## src/hw/rtl/bblru_pkg.sv

```systemverilog
// ----------------------------------------------------------------------------
// bblru_pkg: shared types and constants of the byte-budget LRU policy core
// Sizes, status codes and the per-cell control bundle.
// ----------------------------------------------------------------------------
`default_nettype none
package bblru_pkg;
	localparam int Entries = 16;
	localparam int RankW = (Entries > 1) ? $clog2(Entries) : 1;
	localparam int CntW = $clog2(Entries + 1);
	localparam logic [31:0] BudgetReset = 32'd16777216;

	localparam logic [2:0] StHit = 3'd0;
	localparam logic [2:0] StInsert = 3'd1;
	localparam logic [2:0] StBypass = 3'd2;
	localparam logic [2:0] StDecFail = 3'd3;
	localparam logic [2:0] StClear = 3'd4;

	// Broadcast from the controller to every cell.
	typedef struct packed {
		logic clear;        // drop the entry
		logic promote;      // hit: ranks below hit_rank age by one
		logic [RankW-1:0] hit_rank;
		logic evict;        // drop the entry whose rank is evict_rank
		logic [RankW-1:0] evict_rank;
		logic write;        // insert: valid entries age, the free grant winner is filled
		logic [31:0] key;
		logic [31:0] size;
	} cell_ctl_t;
endpackage
`default_nettype wire

```

## src/hw/rtl/bblru_cell.sv

```systemverilog
// ----------------------------------------------------------------------------
// bblru_cell: one cache slot
// Holds key, size, valid and recency rank; passes the free grant onwards.
// ----------------------------------------------------------------------------
`default_nettype none
module bblru_cell (
	input  wire logic                    clk,
	input  wire logic                    arst_n,
	input  wire bblru_pkg::cell_ctl_t    ctl,
	input  wire logic                    free_in,   // a lower slot is already free
	output logic                         free_out,
	output logic                         match,
	output logic [bblru_pkg::RankW-1:0]  rank,
	output logic                         oldest,
	output logic [31:0]                  size
);
	logic valid_q;
	logic [bblru_pkg::RankW-1:0] rank_q;
	logic [31:0] key_q;
	logic [31:0] size_q;
	logic take;

	assign take = ctl.write && !valid_q && !free_in;
	assign free_out = free_in || !valid_q;
	assign match = valid_q && (key_q == ctl.key);
	assign rank = rank_q;
	assign oldest = valid_q && (rank_q == ctl.evict_rank);
	assign size = size_q;

	always_ff @(posedge clk or negedge arst_n) begin
		if (!arst_n) begin
			valid_q <= 1'b0;
			rank_q <= '0;
		end else if (ctl.clear || (ctl.evict && oldest)) begin
			valid_q <= 1'b0;
			rank_q <= '0;
		end else if (ctl.promote && valid_q) begin
			if (match)
				rank_q <= '0;
			else if (rank_q < ctl.hit_rank)
				rank_q <= rank_q + 1'b1;
		end else if (ctl.write) begin
			if (valid_q)
				rank_q <= rank_q + 1'b1;
			else if (take) begin
				valid_q <= 1'b1;
				rank_q <= '0;
			end
		end
	end

	always_ff @(posedge clk) begin
		if (take) begin
			key_q <= ctl.key;
			size_q <= ctl.size;
		end
	end
endmodule
`default_nettype wire

```

## src/hw/rtl/byte_budget_lru_cache_policy_core.sv

```systemverilog
// ----------------------------------------------------------------------------
// byte_budget_lru_cache_policy_core: LRU cache policy under a byte budget
// Row of slot cells and a small controller with running counters.
// ----------------------------------------------------------------------------
// Usage. Items enter on in_valid/in_ready with action, frame_id,
// payload_size and decode_ok, and each produces one result item on
// out_valid/out_ready. The user must write the byte_budget register with
// cfg_we and cfg_wdata only while the block is idle; the block itself does
// not enforce this. Timing: an item is taken in S_IDLE; the tag match over
// all slots and the decision happen in S_DECIDE, which waits while the
// output register is still full. Each eviction of a least recent entry
// then takes its own step in S_EVICT, followed by the insert. The eviction
// loop through the slot row sets the rate.
// One item is worked on at a time. The result is held in an output
// register; when the receiver stalls, the result waits there and the next
// item may already be accepted, but it is not finished until the register
// is free again.
// Reset clears the table, the counters and the budget (to 16 MiB) at once;
// the key and size stores are not cleared and are read only where valid.
// ----------------------------------------------------------------------------
`default_nettype none
module byte_budget_lru_cache_policy_core (
	input  wire logic        clk,
	input  wire logic        arst_n,
	input  wire logic        cfg_we,
	input  wire logic [31:0] cfg_wdata,
	input  wire logic        in_valid,
	output logic             in_ready,
	input  wire logic        action,
	input  wire logic [31:0] frame_id,
	input  wire logic [31:0] payload_size,
	input  wire logic        decode_ok,
	output logic             out_valid,
	input  wire logic        out_ready,
	output logic [2:0]       status,
	output logic [4:0]       evicted_now,
	output logic [31:0]      resident_bytes,
	output logic [4:0]       entry_count,
	output logic [31:0]      hits_total,
	output logic [31:0]      misses_total,
	output logic [31:0]      evictions_total,
	output logic [31:0]      bypasses_total
);
	localparam int N = bblru_pkg::Entries;
	localparam int RW = bblru_pkg::RankW;
	localparam int CW = bblru_pkg::CntW;

	typedef enum logic [3:0] {
		S_IDLE   = 4'b0001,
		S_DECIDE = 4'b0010,
		S_EVICT  = 4'b0100,
		S_DONE   = 4'b1000
	} state_t;

	state_t state_q;
	logic [31:0] budget_q;
	logic action_q, ok_q;
	logic [31:0] key_q, bytes_q;
	logic [31:0] resident_q;
	logic [CW-1:0] count_q;
	logic [CW-1:0] evicted_q;
	logic [31:0] hit_cnt_q, miss_cnt_q, evict_cnt_q, byp_cnt_q;

	bblru_pkg::cell_ctl_t ctl;
	logic [N:0] free_chain;
	logic [N-1:0] match_v, oldest_v;
	logic [RW-1:0] rank_v [N];
	logic [31:0] size_v [N];

	genvar g;
	assign free_chain[0] = 1'b0;
	for (g = 0; g < N; g++) begin : g_cell
		bblru_cell u_cell (
			.clk(clk), .arst_n(arst_n), .ctl(ctl),
			.free_in(free_chain[g]), .free_out(free_chain[g+1]),
			.match(match_v[g]), .rank(rank_v[g]), .oldest(oldest_v[g]),
			.size(size_v[g])
		);
	end

	// Match rank and oldest size: one-hot selects across the row.
	logic hit;
	logic [RW-1:0] hit_rank;
	logic [31:0] old_size;
	always_comb begin
		hit_rank = '0;
		old_size = '0;
		for (int i = 0; i < N; i++) begin
			if (match_v[i])
				hit_rank = hit_rank | rank_v[i];
			if (oldest_v[i])
				old_size = old_size | size_v[i];
		end
	end
	assign hit = |match_v;

	logic [32:0] need;
	logic must_evict;
	assign need = {1'b0, resident_q} + {1'b0, bytes_q};
	assign must_evict = (count_q != '0) &&
		((need > {1'b0, budget_q}) || (count_q >= CW'(N)));

	logic [RW-1:0] lru_rank;
	assign lru_rank = RW'(count_q - 1'b1);

	// The decision waits while an earlier result still sits in the output register.
	logic out_free;
	assign out_free = !out_valid || out_ready;

	always_comb begin
		ctl = '0;
		ctl.key = key_q;
		ctl.size = bytes_q;
		ctl.hit_rank = hit_rank;
		ctl.evict_rank = lru_rank;
		if (state_q == S_DECIDE) begin
			if (out_free) begin
				if (action_q)
					ctl.clear = 1'b1;
				else if (hit)
					ctl.promote = 1'b1;
			end
		end else if (state_q == S_EVICT) begin
			if (must_evict)
				ctl.evict = 1'b1;
			else
				ctl.write = 1'b1;
		end
	end

	assign in_ready = (state_q == S_IDLE);

	always_ff @(posedge clk or negedge arst_n) begin
		if (!arst_n)
			budget_q <= bblru_pkg::BudgetReset;
		else if (cfg_we)
			budget_q <= cfg_wdata;
	end

	always_ff @(posedge clk) begin
		if (in_valid && in_ready) begin
			action_q <= action;
			key_q <= frame_id;
			bytes_q <= payload_size;
			ok_q <= decode_ok;
		end
	end

	logic [31:0] res_s;
	logic [CW-1:0] cnt_s;
	always_ff @(posedge clk or negedge arst_n) begin
		if (!arst_n) begin
			state_q <= S_IDLE;
			resident_q <= '0;
			count_q <= '0;
			evicted_q <= '0;
			hit_cnt_q <= '0;
			miss_cnt_q <= '0;
			evict_cnt_q <= '0;
			byp_cnt_q <= '0;
			out_valid <= 1'b0;
			status <= bblru_pkg::StHit;
		end else begin
			if (out_valid && out_ready)
				out_valid <= 1'b0;
			case (state_q)
				S_IDLE: begin
					if (in_valid)
						state_q <= S_DECIDE;
					evicted_q <= '0;
				end
				S_DECIDE: begin
					if (out_free) begin
						if (action_q) begin
							resident_q <= '0;
							count_q <= '0;
							status <= bblru_pkg::StClear;
							state_q <= S_DONE;
						end else if (hit) begin
							hit_cnt_q <= hit_cnt_q + 1'b1;
							status <= bblru_pkg::StHit;
							state_q <= S_DONE;
						end else begin
							miss_cnt_q <= miss_cnt_q + 1'b1;
							if (!ok_q) begin
								status <= bblru_pkg::StDecFail;
								state_q <= S_DONE;
							end else if (bytes_q > budget_q) begin
								byp_cnt_q <= byp_cnt_q + 1'b1;
								status <= bblru_pkg::StBypass;
								state_q <= S_DONE;
							end else begin
								status <= bblru_pkg::StInsert;
								state_q <= S_EVICT;
							end
						end
					end
				end
				S_EVICT: begin
					if (must_evict) begin
						resident_q <= resident_q - old_size;
						count_q <= count_q - 1'b1;
						evicted_q <= evicted_q + 1'b1;
						evict_cnt_q <= evict_cnt_q + 1'b1;
					end else begin
						resident_q <= need[31:0];
						count_q <= count_q + 1'b1;
						state_q <= S_DONE;
					end
				end
				S_DONE: begin
					out_valid <= 1'b1;
					state_q <= S_IDLE;
				end
				default: state_q <= S_IDLE;
			endcase
		end
	end

	assign res_s = resident_q;
	assign cnt_s = count_q;

	always_ff @(posedge clk) begin
		if (state_q == S_DONE) begin
			evicted_now <= (CW > 5 && evicted_q > CW'(31)) ? 5'd31 : 5'(evicted_q);
			resident_bytes <= res_s;
			entry_count <= (CW > 5 && cnt_s > CW'(31)) ? 5'd31 : 5'(cnt_s);
			hits_total <= hit_cnt_q;
			misses_total <= miss_cnt_q;
			evictions_total <= evict_cnt_q;
			bypasses_total <= byp_cnt_q;
		end
	end
endmodule
`default_nettype wire

```

## config.mk

```make
export PLATFORM = sky130hd
export DESIGN_NAME = byte_budget_lru_cache_policy_core
export DESIGN_NICKNAME = d
export VERILOG_FILES = /design/src/hw/rtl/bblru_pkg.sv /design/src/hw/rtl/bblru_cell.sv /design/src/hw/rtl/byte_budget_lru_cache_policy_core.sv
export SDC_FILE = /design/constraint.sdc
export NUM_CORES = 2
export LEC_CHECK = 0
export ABC_AREA = 1
export BUFFER_PORTS_ARGS = -buffer_cell sky130_fd_sc_hd__buf_2
export CAP_MARGIN = 20
export CORE_MARGIN = 2
export CORE_UTILIZATION = 40
export CTS_CLUSTER_SIZE = 14
export DETAILED_ROUTE_END_ITERATION = 6
export MAX_ROUTING_LAYER = met4
export SLEW_MARGIN = 40
export SYNTH_ARGS = -nofsm -noshare
export SYNTH_HDL_FRONTEND = slang
export SYNTH_HIERARCHICAL = 1
export SYNTH_SLANG_ARGS = --single-unit
export TNS_END_PERCENT = 30
```

## constraint.sdc

```tcl
create_clock -name clk -period 14.3 [get_ports clk]
set_input_delay 2.145 -clock clk [delete_from_list [all_inputs] [get_ports clk]]
set_output_delay 2.145 -clock clk [all_outputs]
set_load 0.05 [all_outputs]
```

==> summary.md <==
| Metric | Value |
|---|---|
| Max-slew violation count | `0` |
| Slowest cell on crit path | `buf_4` |
| Clock Sinks | `1550` |
| Placement-stage cell area | `about 0.086 mm^2` |
| Syn Nets | `about 9.0k` |
| Hold WC Path Type | `flip-flop to flip-flop` |
| NetSw | `5150 uW` |
| Final hold slack | `456 ps` |
| Worst Setup Start Kind | `flip-flop` |
| P_int | `9040 uW` |
| Clk pwr share | `31.9%` |
| Fin. Hold Viols | `0` |
| Final non-filler cell total | `12.0k` |
| PwrDens | `~150 mW/mm^2` |
| CP top delay family | `simple AND/OR/NAND/NOR gates` |
| Total number of vias | `62.6k` |
| Remaining DRCs | `0` |
| GR Util All Layers | `25.5%` |
| I/O Pins | `278` |
| Critical path buffers and inverters | `5` |
| Die area | `0.203 mm^2` |
| Status | `complete, no violations` |
| IR drop worst, VDD | `0.154 mV` |
| Sum Neg Setup Slack | `0 ps` |
| Most frequent CP cell | `nand2_1` |
| Worst Path Max Fanout | `33` |
| Syn. warnings | `6` |
| Vias in the first global route | `60.7k` |
| CTS hold repair buffers | `0` |
| Setup bufs post-CTS | `0` |
| CP required | `~15000 ps` |
| Worst-path clk slew | `60 ps` |
| Unrepaired setup endpoints after global routing | `no` |
| Port Buf Inserts | `277` |
| Post-Synthesis Cells | `8694` |
| GRT overflow | `0` |
| CP Capture Type | `flip-flop` |
| Fin crit share | `50.6%` |
| Row count | `about 160` |
| Worst-Margin Slew | `877 ps` |
| DR top layer | `met4` |
| Final Core Density | `46.3%` |
| Netlist Area Pre-Place | `between 0.07 and 0.08 mm^2` |
| Largest net degree at the start of global routing | `80` |
| Leakage | `0.0404 uW` |
| Max_slew headroom | `between 40% and 50%` |
| Drt first pass iters | `7` |
| HPWL after DPL | `173 mm` |
| CP max stage delay | `about 690 ps` |
| Setup violators final | `0` |
| R2r setup slk | `between 7000 and 8000 ps` |
| DRT iter0 DRCs | `5913` |
| Sw Share | `36.3%` |
| Root buf cell | `clkbuf_16` |
| Latest clock arrival within the worst-skew pair | `840 ps` |
| CTS Buf Count | `175` |
| Final Critical Period | `slightly above 7000 ps` |
| Post-Place Cells | `11.7k` |
| Fin Clk Skew | `35.5 ps` |
| Routed WL per cell | `21.2 um` |
| Die width | `450 um` |
| DR WL met3 | `15.9 mm` |
| Core ar. | `around 0.20 mm^2` |
| Ratio of cells with drive above 1 in the final layout | `a little over a tenth` |
| Met1 wire length | `~110 mm` |
| DRT Wirelength | `254 mm` |
| Vias per cell | `5.22` |
| Met2 wire len | `120 mm` |
| Final net count | `9505` |
| Max-cap violations | `0` |
| H-tree levels | `4` |
| Die Y-Extent | `450 um` |
| Gates resized, CTS repair | `0` |
| Starting Density | `a little over 40%` |
| Area grow syn2layout | `14.9%` |
| Fmax | `138 MHz` |
| Worst EP arrival | `7940 ps` |
| Post-route cell area | `0.0916 mm^2` |
| Comb pwr share | `29.3%` |
| GP Congestion | `~0.95` |
| CP Class | `flip-flop to flip-flop` |
| First-pass GRT wire length | `382 mm` |
| Clock Path Buffers | `3` |
| CTS tree | `built` |
| Post-DRT Antenna Nets | `0` |
| Sequential power share | `roughly two fifths` |
| Initial antenna violation count | `6` |
| Avg Cell Area, Syn | `9.17 um^2` |
cells in the final DEF (no fill, tap or decap), types with 189 or more instances in the layout:
| master | n |
|---|---|
| nand4_1 | 225 |
| nor2_1 | 641 |
| inv_1 | 1268 |
| buf_2 | 275 |
| xor2_1 | 189 |
| ha_1 | 206 |
| edfxtp_1 | 1260 |
| nand2_1 | 2778 |
| dfrtp_1 | 288 |
| nand3_1 | 454 |
layout make-up:
cell class / instances / area, um^2
Timing Repair Buffer: 410 / 2680
Clock buffer: 222 / 4680
Tap cell: 2640 / 3300
Fill cell: 18610 / 106000
Clock inverter: 101 / 1050
Inverter: 1291 / 4850
Antenna cell: 4 / 10.0
Sequential cell: 1550 / 45100
Multi-Input combinational cell: 5766 / 29900
power groups by stage:
stage,Combinational [uW],Sequential (uW),Clock (uW)
after floorplan,2510,5700,0
after global placement,4040,5600,0
after detailed placement,4080,5600,0
after CTS,4090,5510,4620
after global routing,4590,5520,4800
final,4150,5500,4530
per-layer routing:
layer / vias to the layer above / track usage (%)
met2: 2232 / 41.1
met4: 0 / 7.19
li1: 29793 / -
met5: - / -
met1: 30156 / 34.1
met3: 382 / 3.04
final timing paths:
kind                          startpoint                       end  cells past startpoint
setup / recovery              bytes_q[0]  g_cell[4].u_cell/rank[1]                     34
hold / removal             byp_cnt_q[26]        bypasses_total[26]                      0
setup reg to reg              bytes_q[0]  g_cell[4].u_cell/rank[1]                     34
hold reg to reg            byp_cnt_q[26]        bypasses_total[26]                      0
max in group asynchronous         arst_n                  res_s[1]                      4
min in group asynchronous         arst_n             byp_cnt_q[28]                      1
stage by stage:
| step | total power, uW | setup WS (ps) |
|---|---|---|
| 4_1_cts | 14200 | 7060 |
| 2_1_floorplan | 8200 | 1120 |
| 3_5_place_dp | 9680 | 7090 |
| 6_report | 14200 | 7070 |
| 5_1_grt | 14900 | 6440 |
| 3_3_place_gp | 9640 | 6790 |
worst register-to-register path: cells and delay by family, from the launching register on:
family          cells  cell delay [ps]
fa+ha+maj           3             1050
flops               1              610
compound gates      3              440
buf+inv             5             1590
simple gates       22             3220
xor+xnor            1              220
(Power assumes the default switching activity.)
